[src/hw/rtl/ibm_pkg.sv]
`timescale 1ns / 1ps
// ibm_pkg: types, codes and micro program of the i2c bit-bang master
// no dependencies
package ibm_pkg;

	typedef struct packed {
		logic       op;
		logic [9:0] target_address;
		logic       ten_bit;
		logic       is_read;
		logic       skip_start;
		logic       skip_stop;
		logic       nack_ok;
		logic       no_read_ack;
		logic [7:0] write_data;
		logic       last_byte;
		logic       last_msg;
		logic [1:0] line_sample;
	} item_t;

	typedef struct packed {
		logic       scl_out;
		logic       sda_out;
		logic [2:0] event_res;
		logic [7:0] read_data;
		logic [1:0] status;
		logic [7:0] messages_done;
	} res_t;

	typedef struct packed {
		logic  valid;
		item_t item;
	} queue_out_t;

	typedef enum logic [3:0] {
		PH_IDLE, PH_START, PH_ADDR_A, PH_GAP_A, PH_ADDR_B, PH_RESTART10,
		PH_ADDR_C, PH_GAP_C, PH_DATA_W, PH_DATA_R, PH_ACK, PH_STOP
	} phase_t;

	typedef enum logic [3:0] {
		U_END, U_SCL0, U_SDA0, U_SDA1, U_SDAB, U_SDAK, U_SHORT, U_LONG,
		U_WAIT, U_WAITI, U_RDBIT, U_ACKS, U_LOOP
	} uop_t;

	localparam logic       OP_CMD  = 1'b0;
	localparam logic       OP_TICK = 1'b1;

	localparam logic [2:0] EV_NONE      = 3'd0;
	localparam logic [2:0] EV_ACCEPTED  = 3'd1;
	localparam logic [2:0] EV_BUSY      = 3'd2;
	localparam logic [2:0] EV_BYTE_DONE = 3'd3;
	localparam logic [2:0] EV_MSG_DONE  = 3'd4;
	localparam logic [2:0] EV_XFER_DONE = 3'd5;

	localparam logic [1:0] ST_OK      = 2'd0;
	localparam logic [1:0] ST_NACK    = 2'd1;
	localparam logic [1:0] ST_TIMEOUT = 2'd2;
	localparam logic [1:0] ST_DISCARD = 2'd3;

	localparam logic [1:0] SR_OK      = 2'd0;
	localparam logic [1:0] SR_NACK    = 2'd1;
	localparam logic [1:0] SR_TIMEOUT = 2'd2;

	localparam logic [1:0] REG_HALF_BIT  = 2'd0;
	localparam logic [1:0] REG_TIMEOUT   = 2'd1;
	localparam logic [1:0] REG_RETRIES   = 2'd2;
	localparam logic [1:0] REG_STRETCH   = 2'd3;

	localparam logic [5:0] E_START   = 6'd0;
	localparam logic [5:0] E_RESTART = 6'd4;
	localparam logic [5:0] E_STOP    = 6'd11;
	localparam logic [5:0] E_GAP     = 6'd18;
	localparam logic [5:0] E_WRITE   = 6'd29;
	localparam logic [5:0] E_READ    = 6'd42;
	localparam logic [5:0] E_ACK     = 6'd50;

	localparam logic [7:0] TEN_BIT_HDR  = 8'hf0;
	localparam logic [2:0] TEN_BIT_MASK = 3'h6;

	function automatic uop_t prog(input logic [5:0] pc);
		uop_t u;
		case (pc)
			6'd0:  u = U_SDA0;  6'd1:  u = U_SHORT; 6'd2:  u = U_SCL0;  6'd3:  u = U_END;
			6'd4:  u = U_SDA1;  6'd5:  u = U_WAITI; 6'd6:  u = U_SHORT; 6'd7:  u = U_SDA0;
			6'd8:  u = U_SHORT; 6'd9:  u = U_SCL0;  6'd10: u = U_END;
			6'd11: u = U_SDA0;  6'd12: u = U_SHORT; 6'd13: u = U_WAITI; 6'd14: u = U_SHORT;
			6'd15: u = U_SDA1;  6'd16: u = U_LONG;  6'd17: u = U_END;
			6'd18: u = U_SDA0;  6'd19: u = U_SHORT; 6'd20: u = U_WAITI; 6'd21: u = U_SHORT;
			6'd22: u = U_SDA1;  6'd23: u = U_LONG;  6'd24: u = U_LONG;  6'd25: u = U_SDA0;
			6'd26: u = U_SHORT; 6'd27: u = U_SCL0;  6'd28: u = U_END;
			6'd29: u = U_SCL0;  6'd30: u = U_SDAB;  6'd31: u = U_SHORT; 6'd32: u = U_WAIT;
			6'd33: u = U_LOOP;
			6'd34: u = U_SCL0;  6'd35: u = U_SHORT; 6'd36: u = U_SDA1;  6'd37: u = U_SHORT;
			6'd38: u = U_WAIT;  6'd39: u = U_ACKS;  6'd40: u = U_SCL0;  6'd41: u = U_END;
			6'd42: u = U_SDA1;  6'd43: u = U_SHORT; 6'd44: u = U_WAIT;  6'd45: u = U_RDBIT;
			6'd46: u = U_SCL0;  6'd47: u = U_LONG;  6'd48: u = U_LOOP;  6'd49: u = U_END;
			6'd50: u = U_SDAK;  6'd51: u = U_SHORT; 6'd52: u = U_WAIT;  6'd53: u = U_SCL0;
			6'd54: u = U_END;
			default: u = U_END;
		endcase
		return u;
	endfunction

endpackage

[src/hw/rtl/ibm_if.sv]
`timescale 1ns / 1ps
// ibm_if: request, result and register write channels of the i2c master
// depends on ibm_pkg
interface ibm_item_if import ibm_pkg::*; ();
	logic  valid;
	logic  ready;
	item_t data;
	modport source(output valid, output data, input ready);
	modport sink(input valid, input data, output ready);
endinterface

interface ibm_res_if import ibm_pkg::*; ();
	logic valid;
	logic ready;
	res_t data;
	modport source(output valid, output data, input ready);
	modport sink(input valid, input data, output ready);
endinterface

interface ibm_cfg_if ();
	logic        valid;
	logic        ready;
	logic [1:0]  addr;
	logic [15:0] wdata;
	modport source(output valid, output addr, output wdata, input ready);
	modport sink(input valid, input addr, input wdata, output ready);
endinterface

[src/hw/rtl/ibm_front.sv]
`timescale 1ns / 1ps
// ibm_front: two-entry request queue ahead of the bit engine
// depends on ibm_pkg, ibm_if
module ibm_front import ibm_pkg::*; (
	input  logic         clk,
	input  logic         arst_n,
	ibm_item_if.sink     cmd,
	output queue_out_t   q_out,
	input  logic         pop
);

	item_t      mem_q [2];
	logic       wr_ptr_q;
	logic       rd_ptr_q;
	logic [1:0] count_q;
	logic       push;
	logic       do_pop;

	assign cmd.ready   = (count_q != 2'd2);
	assign push        = cmd.valid && cmd.ready;
	assign do_pop      = pop && (count_q != 2'd0);
	assign q_out.valid = (count_q != 2'd0);
	assign q_out.item  = mem_q[rd_ptr_q];

	always_ff @(posedge clk) begin
		if (push) begin
			mem_q[wr_ptr_q] <= cmd.data;
		end
	end

	always_ff @(posedge clk or negedge arst_n) begin
		if (!arst_n) begin
			wr_ptr_q <= 1'b0;
			rd_ptr_q <= 1'b0;
			count_q  <= 2'd0;
		end else begin
			if (push) begin
				wr_ptr_q <= ~wr_ptr_q;
			end
			if (do_pop) begin
				rd_ptr_q <= ~rd_ptr_q;
			end
			case ({push, do_pop})
				2'b10:   count_q <= count_q + 2'd1;
				2'b01:   count_q <= count_q - 2'd1;
				default: count_q <= count_q;
			endcase
		end
	end

endmodule

[src/hw/rtl/ibm_engine.sv]
`timescale 1ns / 1ps
// ibm_engine: micro program bit engine, one step a cycle unless res
// stalls; register file, result register; depends on ibm_pkg, ibm_if
module ibm_engine import ibm_pkg::*; #(
	parameter int TIMEOUT_BITS = 16
) (
	input  logic       clk,
	input  logic       arst_n,
	input  queue_out_t q_in,
	output logic       pop,
	ibm_res_if.source  res,
	ibm_cfg_if.sink    cfg
);

	localparam int CW = (TIMEOUT_BITS > 16) ? TIMEOUT_BITS : 16;
	localparam logic [TIMEOUT_BITS-1:0] STRETCH_MAX = {TIMEOUT_BITS{1'b1}};

	typedef struct packed {
		logic [9:0] target_address;
		logic       ten_bit;
		logic       is_read;
		logic       skip_start;
		logic       skip_stop;
		logic       nack_ok;
		logic       no_read_ack;
		logic [7:0] write_data;
		logic       last_byte;
		logic       last_msg;
	} cmd_t;

	// registers
	logic [7:0]  half_bit_q;
	logic [15:0] timeout_q;
	logic [3:0]  retries_q;
	logic        stretch_en_q;

	phase_t      ph_q, ph_n;
	logic [5:0]  pc_q, pc_n;
	logic [2:0]  bc_q, bc_n;
	logic [7:0]  sb_q, sb_n;
	logic [7:0]  dc_q, dc_n;
	logic [TIMEOUT_BITS-1:0] sc_q, sc_n;
	logic [3:0]  rc_q, rc_n;
	logic        inm_q, inm_n;
	logic        ab_q, ab_n;
	logic        st_q, st_n;
	logic [7:0]  mc_q, mc_n;
	logic [1:0]  sr_q, sr_n;
	logic [1:0]  cs_q, cs_n;
	logic        scl_q, scl_n;
	logic        sda_q, sda_n;
	logic        force_q, force_n;
	logic        busy_q, busy_n;
	cmd_t        pend_q, pend_n;
	logic [1:0]  smp_q, smp_n;
	logic [2:0]  ev_q, ev_n;
	logic [1:0]  evs_q, evs_n;
	logic [7:0]  evd_q, evd_n;
	logic [7:0]  evm_q, evm_n;

	logic        res_valid_q;
	res_t        res_q;

	logic        out_free;
	logic        active;
	logic        emit;
	res_t        res_n;
	logic [7:0]  short_ticks;
	logic [7:0]  fab;

	assign cfg.ready   = 1'b1;
	assign out_free    = !res_valid_q || res.ready;
	assign pop         = !busy_q && q_in.valid && out_free;
	assign active      = out_free && (busy_q || q_in.valid);
	assign res.valid   = res_valid_q;
	assign res.data    = res_q;

	always_comb begin
		logic [8:0] sum;
		sum         = {1'b0, half_bit_q} + 9'd1;
		short_ticks = sum[8:1];
		if (pend_q.ten_bit) begin
			fab = TEN_BIT_HDR | {5'd0, pend_q.target_address[9:7] & TEN_BIT_MASK};
		end else begin
			fab = {pend_q.target_address[6:0], pend_q.is_read};
		end
	end

	always_comb begin
		logic       go_loop;
		logic       ex;
		logic       do_seq;
		logic       f_abort;
		logic [1:0] ab_st;
		logic       f_complete;
		logic       f_begin;
		logic       f_enter;
		logic       f_wr;
		logic       f_end;
		phase_t     en_ph;
		logic [5:0] en_pc;
		logic [7:0] wr_val;
		logic [7:0] d;
		logic [3:0] limit;
		logic       second;
		logic [TIMEOUT_BITS-1:0] sc_inc;
		logic [CW-1:0] inc_w;
		logic [CW-1:0] to_w;
		item_t      it;

		ph_n = ph_q; pc_n = pc_q; bc_n = bc_q; sb_n = sb_q; dc_n = dc_q;
		sc_n = sc_q; rc_n = rc_q; inm_n = inm_q; ab_n = ab_q; st_n = st_q;
		mc_n = mc_q; sr_n = sr_q; cs_n = cs_q; scl_n = scl_q; sda_n = sda_q;
		force_n = force_q; busy_n = busy_q; pend_n = pend_q; smp_n = smp_q;
		ev_n = ev_q; evs_n = evs_q; evd_n = evd_q; evm_n = evm_q;
		go_loop = 1'b0; ex = 1'b0; do_seq = 1'b0;
		f_abort = 1'b0; ab_st = ST_OK; f_complete = 1'b0; f_begin = 1'b0;
		f_enter = 1'b0; f_wr = 1'b0; f_end = 1'b0;
		en_ph = PH_IDLE; en_pc = E_START; wr_val = 8'd0; d = 8'd0;
		limit = 4'd0; second = 1'b0;
		it = q_in.item;
		sc_inc = (sc_q != STRETCH_MAX) ? sc_q + 1'b1 : sc_q;
		inc_w = CW'(sc_inc);
		to_w  = CW'(timeout_q);

		if (!busy_q) begin
			ev_n = EV_NONE; evs_n = ST_OK; evd_n = 8'd0; evm_n = 8'd0;
			smp_n = it.line_sample;
			if (it.op == OP_CMD) begin
				if (ph_q != PH_IDLE) begin
					ev_n = EV_BUSY;
				end else if (ab_q) begin
					ev_n = EV_ACCEPTED;
					evs_n = ST_DISCARD;
					if (it.last_byte && it.last_msg) begin
						ab_n = 1'b0;
					end
				end else begin
					pend_n = '{it.target_address, it.ten_bit, it.is_read, it.skip_start,
						it.skip_stop, it.nack_ok, it.no_read_ack, it.write_data,
						it.last_byte, it.last_msg};
					cs_n = ST_OK; st_n = 1'b0; dc_n = 8'd0;
					ev_n = EV_ACCEPTED;
					if (!inm_q && !it.skip_start) begin
						f_enter = 1'b1;
						en_ph = PH_START;
						en_pc = (mc_q == 8'd0) ? E_START : E_RESTART;
					end else begin
						f_begin = 1'b1;
					end
				end
			end else if (ph_q == PH_IDLE) begin
				ev_n = EV_NONE;
			end else if (dc_q != 8'd0) begin
				dc_n = dc_q - 8'd1;
			end else if (st_q) begin
				if (it.line_sample[1]) begin
					st_n = 1'b0;
					pc_n = pc_q + 6'd1;
					if (short_ticks != 8'd0) begin
						dc_n = short_ticks - 8'd1;
					end else begin
						go_loop = 1'b1;
					end
				end else begin
					sc_n = sc_inc;
					if (inc_w > to_w || sc_inc == STRETCH_MAX) begin
						st_n = 1'b0;
						go_loop = 1'b1;
						if (prog(pc_q) == U_WAITI) begin
							pc_n = pc_q + 6'd1;
						end else begin
							sr_n = SR_TIMEOUT;
							force_n = 1'b1;
						end
					end
				end
			end else begin
				go_loop = 1'b1;
			end
		end else begin
			if (force_q) begin
				force_n = 1'b0;
				do_seq = 1'b1;
			end else begin
				case (prog(pc_q))
					U_SCL0: begin scl_n = 1'b0; pc_n = pc_q + 6'd1; end
					U_SDA0: begin sda_n = 1'b0; pc_n = pc_q + 6'd1; end
					U_SDA1: begin sda_n = 1'b1; pc_n = pc_q + 6'd1; end
					U_SDAB: begin sda_n = sb_q[3'd7 - bc_q]; pc_n = pc_q + 6'd1; end
					U_SDAK: begin
						if (!pend_q.last_byte) begin
							sda_n = 1'b0;
						end
						pc_n = pc_q + 6'd1;
					end
					U_SHORT, U_LONG: begin
						d = (prog(pc_q) == U_SHORT) ? short_ticks : half_bit_q;
						pc_n = pc_q + 6'd1;
						if (d != 8'd0) begin
							dc_n = d - 8'd1;
							ex = 1'b1;
						end
					end
					U_WAIT, U_WAITI: begin
						scl_n = 1'b1;
						if (stretch_en_q) begin
							st_n = 1'b1;
							sc_n = '0;
							ex = 1'b1;
						end else begin
							pc_n = pc_q + 6'd1;
							if (short_ticks != 8'd0) begin
								dc_n = short_ticks - 8'd1;
								ex = 1'b1;
							end
						end
					end
					U_RDBIT: begin sb_n = {sb_q[6:0], smp_q[0]}; pc_n = pc_q + 6'd1; end
					U_ACKS: begin
						sr_n = smp_q[0] ? SR_NACK : SR_OK;
						pc_n = pc_q + 6'd1;
					end
					U_LOOP: begin
						if (bc_q != 3'd7) begin
							bc_n = bc_q + 3'd1;
							pc_n = pc_q - 6'd4;
						end else begin
							bc_n = 3'd0;
							pc_n = pc_q + 6'd1;
						end
					end
					default: do_seq = 1'b1;
				endcase
			end
		end

		if (do_seq) begin
			second = (ph_q == PH_ADDR_C);
			limit = pend_q.nack_ok ? 4'd0 : retries_q;
			case (ph_q)
				PH_START: begin
					rc_n = 4'd0;
					f_enter = 1'b1; f_wr = 1'b1; en_ph = PH_ADDR_A; wr_val = fab;
				end
				PH_ADDR_A, PH_ADDR_C: begin
					if (sr_q != SR_OK && rc_q < limit) begin
						rc_n = rc_q + 4'd1;
						f_enter = 1'b1; en_pc = E_GAP;
						en_ph = second ? PH_GAP_C : PH_GAP_A;
					end else if (sr_q == SR_TIMEOUT) begin
						f_abort = 1'b1; ab_st = ST_TIMEOUT;
					end else if (sr_q == SR_NACK && !pend_q.nack_ok) begin
						f_abort = 1'b1; ab_st = ST_NACK;
					end else begin
						if (sr_q == SR_NACK) begin
							cs_n = ST_NACK;
						end
						if (!second && pend_q.ten_bit) begin
							f_enter = 1'b1; f_wr = 1'b1; en_ph = PH_ADDR_B;
							wr_val = pend_q.target_address[7:0];
						end else begin
							f_begin = 1'b1;
						end
					end
				end
				PH_GAP_A: begin
					f_enter = 1'b1; f_wr = 1'b1; en_ph = PH_ADDR_A; wr_val = fab;
				end
				PH_GAP_C, PH_RESTART10: begin
					if (ph_q == PH_RESTART10) begin
						rc_n = 4'd0;
					end
					f_enter = 1'b1; f_wr = 1'b1; en_ph = PH_ADDR_C; wr_val = fab | 8'h01;
				end
				PH_ADDR_B, PH_DATA_W: begin
					if (sr_q == SR_TIMEOUT) begin
						f_abort = 1'b1; ab_st = ST_TIMEOUT;
					end else if (sr_q == SR_NACK && !pend_q.nack_ok) begin
						f_abort = 1'b1; ab_st = ST_NACK;
					end else begin
						if (sr_q == SR_NACK) begin
							cs_n = ST_NACK;
						end
						if (ph_q == PH_DATA_W) begin
							f_complete = 1'b1;
						end else if (pend_q.is_read) begin
							f_enter = 1'b1; en_ph = PH_RESTART10; en_pc = E_RESTART;
						end else begin
							f_begin = 1'b1;
						end
					end
				end
				PH_DATA_R: begin
					if (sr_q == SR_TIMEOUT) begin
						f_abort = 1'b1; ab_st = ST_TIMEOUT;
					end else if (!pend_q.no_read_ack) begin
						f_enter = 1'b1; en_ph = PH_ACK; en_pc = E_ACK;
					end else begin
						f_complete = 1'b1;
					end
				end
				PH_ACK: begin
					if (sr_q == SR_TIMEOUT) begin
						f_abort = 1'b1; ab_st = ST_TIMEOUT;
					end else begin
						f_complete = 1'b1;
					end
				end
				PH_STOP: f_end = 1'b1;
				default: ph_n = PH_IDLE;
			endcase
		end

		if (f_wr) begin
			en_pc = E_WRITE;
		end
		if (f_abort) begin
			ab_n = 1'b1;
			cs_n = ab_st;
			if (!pend_q.skip_stop) begin
				f_enter = 1'b1; en_ph = PH_STOP; en_pc = E_STOP;
			end else begin
				f_end = 1'b1;
			end
		end
		if (f_complete) begin
			if (pend_q.last_byte) begin
				inm_n = 1'b0;
				if (mc_n != 8'hff) begin
					mc_n = mc_n + 8'd1;
				end
			end else begin
				inm_n = 1'b1;
			end
			if (pend_q.last_byte && pend_q.last_msg) begin
				if (!pend_q.skip_stop) begin
					f_enter = 1'b1; en_ph = PH_STOP; en_pc = E_STOP;
				end else begin
					f_end = 1'b1;
				end
			end else begin
				ev_n = pend_q.last_byte ? EV_MSG_DONE : EV_BYTE_DONE;
				evs_n = cs_n;
				evd_n = pend_q.is_read ? sb_n : 8'd0;
				ph_n = PH_IDLE;
			end
		end
		if (f_begin) begin
			f_enter = 1'b1;
			if (pend_n.is_read) begin
				en_ph = PH_DATA_R; en_pc = E_READ;
				sb_n = 8'd0;
			end else begin
				en_ph = PH_DATA_W; en_pc = E_WRITE;
				f_wr = 1'b1; wr_val = pend_n.write_data;
			end
		end
		if (f_enter) begin
			ph_n = en_ph; pc_n = en_pc; sr_n = SR_OK; bc_n = 3'd0;
			if (f_wr) begin
				sb_n = wr_val;
			end
		end
		if (f_end) begin
			ev_n = EV_XFER_DONE;
			evs_n = cs_n;
			evm_n = mc_n;
			evd_n = (pend_q.is_read && !ab_n) ? sb_n : 8'd0;
			mc_n = 8'd0;
			inm_n = 1'b0;
			if (pend_q.last_byte && pend_q.last_msg) begin
				ab_n = 1'b0;
			end
			ph_n = PH_IDLE;
		end

		if (busy_q) begin
			ex = ex || (ph_n == PH_IDLE);
			emit = ex;
			busy_n = !ex;
		end else begin
			emit = !go_loop;
			busy_n = go_loop;
		end

		res_n.scl_out = scl_n;
		res_n.sda_out = sda_n;
		res_n.event_res = ev_n;
		res_n.read_data = evd_n;
		res_n.status = evs_n;
		res_n.messages_done = (ev_n == EV_XFER_DONE) ? evm_n : mc_n;
	end

	always_ff @(posedge clk) begin
		if (active && emit) begin
			res_q <= res_n;
		end
	end

	always_ff @(posedge clk or negedge arst_n) begin
		if (!arst_n) begin
			half_bit_q <= 8'd5;
			timeout_q <= 16'd1000;
			retries_q <= 4'd0;
			stretch_en_q <= 1'b1;
			ph_q <= PH_IDLE; pc_q <= 6'd0; bc_q <= 3'd0; sb_q <= 8'd0; dc_q <= 8'd0;
			sc_q <= '0; rc_q <= 4'd0; inm_q <= 1'b0; ab_q <= 1'b0; st_q <= 1'b0;
			mc_q <= 8'd0; sr_q <= SR_OK; cs_q <= ST_OK; scl_q <= 1'b1; sda_q <= 1'b1;
			force_q <= 1'b0; busy_q <= 1'b0; pend_q <= '0; smp_q <= 2'd0;
			ev_q <= EV_NONE; evs_q <= ST_OK; evd_q <= 8'd0; evm_q <= 8'd0;
			res_valid_q <= 1'b0;
		end else begin
			if (cfg.valid) begin
				case (cfg.addr)
					REG_HALF_BIT: half_bit_q <= cfg.wdata[7:0];
					REG_TIMEOUT:  timeout_q <= cfg.wdata;
					REG_RETRIES:  retries_q <= cfg.wdata[3:0];
					REG_STRETCH:  stretch_en_q <= cfg.wdata[0];
					default:      half_bit_q <= half_bit_q;
				endcase
			end
			if (active) begin
				ph_q <= ph_n; pc_q <= pc_n; bc_q <= bc_n; sb_q <= sb_n; dc_q <= dc_n;
				sc_q <= sc_n; rc_q <= rc_n; inm_q <= inm_n; ab_q <= ab_n; st_q <= st_n;
				mc_q <= mc_n; sr_q <= sr_n; cs_q <= cs_n; scl_q <= scl_n; sda_q <= sda_n;
				force_q <= force_n; busy_q <= busy_n; pend_q <= pend_n; smp_q <= smp_n;
				ev_q <= ev_n; evs_q <= evs_n; evd_q <= evd_n; evm_q <= evm_n;
			end
			if (active && emit) begin
				res_valid_q <= 1'b1;
			end else if (res.ready) begin
				res_valid_q <= 1'b0;
			end
		end
	end

endmodule

[src/hw/rtl/i2c_bitbang_master.sv]
`timescale 1ns / 1ps
// i2c_bitbang_master: top level, request queue feeding the bit engine
// depends on ibm_pkg, ibm_if, ibm_front, ibm_engine
//
// cmd carries byte commands (op 0) and time ticks with sampled SDA/SCL
// (op 1); every request gives exactly one result on res with the SCL and
// SDA drives, an event code, read data, status and message count.
// cfg writes the four registers; it is always ready.
// A request goes through a two-entry queue into the bit engine. A command,
// an idle tick or a tick that only counts down a delay or a stretch wait
// needs no micro step, so such requests flow at one per cycle while res
// does not stall. A tick that runs the micro program keeps the engine busy
// through its micro steps; the engine pops no new request until they are done.
// A request with no micro step, through an empty queue, passes the queue
// entry and then the result register before its result is valid on res.
// The result register holds one result; when res stalls the engine stops
// and the queue fills, then cmd.ready drops.
// Reset releases both lines, returns the engine to idle and loads the
// register defaults.
module i2c_bitbang_master import ibm_pkg::*; #(
	parameter int TIMEOUT_BITS = 16
) (
	input  logic      clk,
	input  logic      arst_n,
	ibm_item_if.sink  cmd,
	ibm_res_if.source res,
	ibm_cfg_if.sink   cfg
);

	queue_out_t q_out;
	logic       pop;

	ibm_front u_front (
		.clk    (clk),
		.arst_n (arst_n),
		.cmd    (cmd),
		.q_out  (q_out),
		.pop    (pop)
	);

	ibm_engine #(
		.TIMEOUT_BITS (TIMEOUT_BITS)
	) u_engine (
		.clk    (clk),
		.arst_n (arst_n),
		.q_in   (q_out),
		.pop    (pop),
		.res    (res),
		.cfg    (cfg)
	);

endmodule

[src/flat_wrapper.sv]
// flat-port wrapper written by rule: the top's interface ports become plain ports
module i2c_bitbang_master_flat import ibm_pkg::*;
#(
	parameter int TIMEOUT_BITS = 16
)
  (clk, arst_n, cmd_valid, cmd_data, cmd_ready, res_valid, res_data, res_ready, cfg_valid, cfg_addr, cfg_wdata, cfg_ready);
  ibm_item_if cmd_i ();
  ibm_res_if res_i ();
  ibm_cfg_if cfg_i ();
  input  logic clk;
  input  logic arst_n;
  input wire logic [$bits(cmd_i.valid)-1:0] cmd_valid;
  input wire logic [$bits(cmd_i.data)-1:0] cmd_data;
  output wire logic [$bits(cmd_i.ready)-1:0] cmd_ready;
  output wire logic [$bits(res_i.valid)-1:0] res_valid;
  output wire logic [$bits(res_i.data)-1:0] res_data;
  input wire logic [$bits(res_i.ready)-1:0] res_ready;
  input wire logic [$bits(cfg_i.valid)-1:0] cfg_valid;
  input wire logic [$bits(cfg_i.addr)-1:0] cfg_addr;
  input wire logic [$bits(cfg_i.wdata)-1:0] cfg_wdata;
  output wire logic [$bits(cfg_i.ready)-1:0] cfg_ready;
  assign cmd_i.valid = cmd_valid;
  assign cmd_i.data = cmd_data;
  assign cmd_ready = cmd_i.ready;
  assign res_valid = res_i.valid;
  assign res_data = res_i.data;
  assign res_i.ready = res_ready;
  assign cfg_i.valid = cfg_valid;
  assign cfg_i.addr = cfg_addr;
  assign cfg_i.wdata = cfg_wdata;
  assign cfg_ready = cfg_i.ready;
  i2c_bitbang_master #(.TIMEOUT_BITS(TIMEOUT_BITS)) u_core (.clk(clk), .arst_n(arst_n), .cmd(cmd_i), .res(res_i), .cfg(cfg_i));
endmodule
[config.mk]
export PLATFORM = sky130hd
export DESIGN_NAME = i2c_bitbang_master_flat
export DESIGN_NICKNAME = d
export VERILOG_FILES = /design/src/hw/rtl/ibm_pkg.sv /design/src/hw/rtl/ibm_if.sv /design/src/hw/rtl/ibm_front.sv /design/src/hw/rtl/ibm_engine.sv /design/src/hw/rtl/i2c_bitbang_master.sv /design/src/flat_wrapper.sv
export SDC_FILE = /design/constraint.sdc
export NUM_CORES = 1
export LEC_CHECK = 0
export ABC_AREA = 1
export BUFFER_PORTS_ARGS = -buffer_cell sky130_fd_sc_hd__buf_2
export CAP_MARGIN = 0
export CORE_UTILIZATION = 50
export CTS_BUF_LIST = sky130_fd_sc_hd__clkbuf_2
export DETAILED_ROUTE_END_ITERATION = 7
export PLACE_DENSITY = 0.67
export SYNTH_ARGS = -nofsm -noshare
export SYNTH_HDL_FRONTEND = slang
export SYNTH_SLANG_ARGS = --single-unit
[constraint.sdc]
create_clock -name clk -period 5.7 [get_ports clk]
set_input_delay 0.285 -clock clk [delete_from_list [all_inputs] [get_ports clk]]
set_output_delay 0.285 -clock clk [all_outputs]
set_load 0.03 [all_outputs]
==> reports/results.ini <==
[outcome]
status = completed

[synth]
synth_nets = 1814
yosysTopAreaCell = dfrtp_1
synth_cell_types = 62
synthArstFlopShare_pct = 64.78
synth_cells = 1718
synth.top_cell.area_share_pct = 25.15
yosysSeqAreaShare_pct = 44.97
synth.cell_area_sq_um = 13730
synth.area.top_cells = dfrtp_1 25%, edfxtp_1 18%, nand2_1 12%
synth_edf_count = 81
ys_ff_latch = 230
yosys_most_used_dff = dfrtp_1
synth-warning-count = 0
avgSynthCellArea_sq_um = 7.992

[critical_path]
crit_path_start_kind = register
path_common_cell = nand2_1
cp.depth = 20
rrSetupSlack_ns = 1.26
reg2reg_to = u_core.u_engine.res.data[17]$_DFFE_PP_
crit_path_end_kind = register
cp.arrival_ns = 4.94
reg2reg_depth = 20
crit_required_ns = 6.20
r2r-start = u_core.u_engine.sc_q[0]$_DFFE_PN0P_
slowest_delay_ns = 0.69
critPathMaxFanout = 23
path_cells = ha_1, inv_2, nor3_1, nand2_1, nor2_2, nor2_1, a21oi_1, ha_1, a21oi_1, o21a_1, o221ai_1, nand3_1, nand4_1, nand2_1, nand2_1, nor2_1, nand2_1, a21oi_1, nand2_1, inv_1
path_delay_family = simple AND/OR/NAND/NOR gates
critPathBufInv = 2
critical_path_class = register to register
slowest_stage = inv_1

[die]
core_sq_um = 26950
rows = 60
io-pin-count = 78
die_y_microns = 167.7
die_w_microns = 167.7
dieArea_sq_um = 28130
initial_core_util_pct = 50.94

[cts]
cts_setup_buffers = 0
cts_tree = built
cts_made_buffers = 60
clk_pin_slew_ns = 0.10
htreeDepth = 2
cts_sinks = 230
clockBufferDepth = 3
clk-insertion-delay-late_ns = 0.88
clock_tree.root_cell = clkbuf_2

[detailed_routing]
via_per_inst = 5.375
num_vias = 12140
drt_first_pass_iters = 6
ant_nets = 0
drt-total-wl_mm = 35.17
drc = 0
routedWlPerCell_microns = 15.57
drtIter0Drc = 918

[sta]
clock-skew-final_ns = 0.07791
finalSetupViolCount = 0
worstMarginPinSlew_ns = 1.106
layout_min_cycle_time_ns = 4.439
hold_viol = 0
fmax_mhz = 225.3
hold_ws_ns = 0.02688
rsz0062_at_grt = false
drv_slew = 0
fin_crit_sh_pct = 77.88
tns_ns = 0
slew_headroom_pct = 26.05
fin_ws_ns = 1.261

[placed_design]
io_buffers = 76
dp_hpwl_mm = 25.13
place_congestion = 0.9081
placed_cells = 2092
placedInstanceArea_sq_um = 14360
place_ws_ns = 1.223

[global_routing]
grt_pass1_vias = 11480
grt_pass1_wl_mm = 57.71
gr-total-overflow = 0
antenna_found_initial = 2
groute.usage.overall_pct = 25.45
grt_start_max_net_pins = 85

[finish]
syn_to_final_growth_pct = 12.28
nNetsFinal = 1960
seq_area_sq_um = 6175
multi_input_area_sq_um = 6531
fillers = 2496
layout_common_cells = 434 x nand2_1, 184 x inv_1, 152 x nor2_1, 150 x o21ai_0, 138 x dfrtp_1
fin_util_pct = 57.20
design_area_sq_um = 15420
final_common_cell = nand2_1
drive_above_1_share_pct = 14.35
finalNonFillerCells = 2258

[power]
p_per_area_nw_per_um2 = 577.6
max-vdd-ir-drop_mv = 0.2955
total_power_mw = 8.905
power_leakage_nw = 7.322

[min_path]
hp-class = primary input to async pin

[flow_run]
cap_violations = 0

-- cells in the mapped netlist, drive strengths merged (8+ instances only) --
cell type,number
xor2,37
nand4,24
nor2,171
inv,200
dfrtp,138
buf,24
dfstp,11
ha,44
nand3,124
o21ai,184
a21oi,64
clkbuf,28
edfxtp,81
o22ai,13
nor3,27
a31oi,25
xnor2,8
nand2,457
-- how the worst max path moves through the flow --
stage | from | to
after floorplan | u_core.u_engine.sc_q[0]$_DFFE_PN0P_ | u_core.u_engine.res.data[0]$_DFFE_PP_
after global placement | u_core.u_engine.sc_q[0]$_DFFE_PN0P_ | u_core.u_engine.res.data[19]$_DFFE_PP_
after detailed placement | u_core.u_engine.sc_q[0]$_DFFE_PN0P_ | u_core.u_engine.res.data[19]$_DFFE_PP_
after CTS | u_core.u_engine.sc_q[0]$_DFFE_PN0P_ | u_core.u_engine.res.data[17]$_DFFE_PP_
after global routing | u_core.u_engine.sc_q[0]$_DFFE_PN0P_ | u_core.u_engine.res.data[17]$_DFFE_PP_
final | u_core.u_engine.sc_q[0]$_DFFE_PN0P_ | u_core.u_engine.res.data[17]$_DFFE_PP_
-- cell families after synthesis --
family | Yosys count | synth area share (%)
and+or+nand+nor | 823 | 27.18
adders and majority gates | 44 | 4.010
other | 1 | 0.02731
muxes | 3 | 0.2187
DFF | 230 | 44.97
buffers and inverters | 255 | 7.591
xor gates and xnor gates | 45 | 2.871
AOI/OAI and AO/OA | 317 | 13.12
-- per-layer routing --
metal / share of wire [%] / track usage (%) / vias up / wire length (microns)
li1: - / - / 6051 / -
met1: 47 / 36.54 / 5661 / 16520
met2: 45 / 39.69 / 359 / 15880
met3: 6.0 / 4.396 / 65 / 2120
met4: 1.8 / 6.901 / 0 / 644
met5: 0 / 0 / - / 0
-- repair_timing --
action,4_1_cts,5_1_grt
resized for setup,0,0
hold buffers,51,0
endpoints found under the hold margin,180,0
-- cell type report --
type / count / area share [%]
Inverter: 203 / 4.991
Tap cell: 341 / 2.768
Timing Repair Buffer: 136 / 6.258
Antenna cell: 1 / 0.01623
Sequential cell: 230 / 40.05
Clock inverter: 29 / 0.7873
Clock buffer: 85 / 2.760
Multi-Input combinational cell: 1233 / 42.37
-- worst reg2reg max path, stage by stage (launching register included) --
cell and delay (ns):
dfrtp_1 0.41, ha_1 0.29, inv_2 0.05, nor3_1 0.30, nand2_1 0.15, nor2_2 0.25
nor2_1 0.07, a21oi_1 0.27, ha_1 0.31, a21oi_1 0.15, o21a_1 0.14, o221ai_1 0.10
nand3_1 0.08, nand4_1 0.07, nand2_1 0.13, nand2_1 0.08, nor2_1 0.20, nand2_1 0.09
a21oi_1 0.18, nand2_1 0.10, inv_1 0.69
-- state kept, by name, summed over array words and instances, names as in the netlist, 3 cells and up --
| signal | flops |
|---|---|
| u_core.u_engine.res.data | 23 |
| u_core.u_front.mem_q | 58 |
| u_core.u_engine.retries_q | 4 |
| u_core.u_engine.evd_q | 8 |
| u_core.u_engine.mc_q | 8 |
| u_core.u_engine.pc_q | 6 |
| u_core.u_engine.dc_q | 8 |
| u_core.u_engine.ev_q | 3 |
| u_core.u_engine.evm_q | 8 |
| u_core.u_engine.bc_q | 3 |
| u_core.u_engine.ph_q | 4 |
| u_core.u_engine.half_bit_q | 8 |
| u_core.u_engine.sb_q | 8 |
| u_core.u_engine.sc_q | 16 |
| u_core.u_engine.timeout_q | 16 |
| u_core.u_engine.rc_q | 4 |
| u_core.u_engine.pend_q | 25 |
-- report_power, final --
group / total, mW / switching (mW) / leakage [nW] / internal [mW]
Clock: 1.12 / 0.704 / 0.411 / 0.415
Sequential: 2.83 / 0.434 / 2.62 / 2.39
Combinational: 4.96 / 3.49 / 4.29 / 1.47
Total: 8.90 / 4.62 / 7.32 / 4.28
Note: power is estimated with default switching activity, not from simulation.
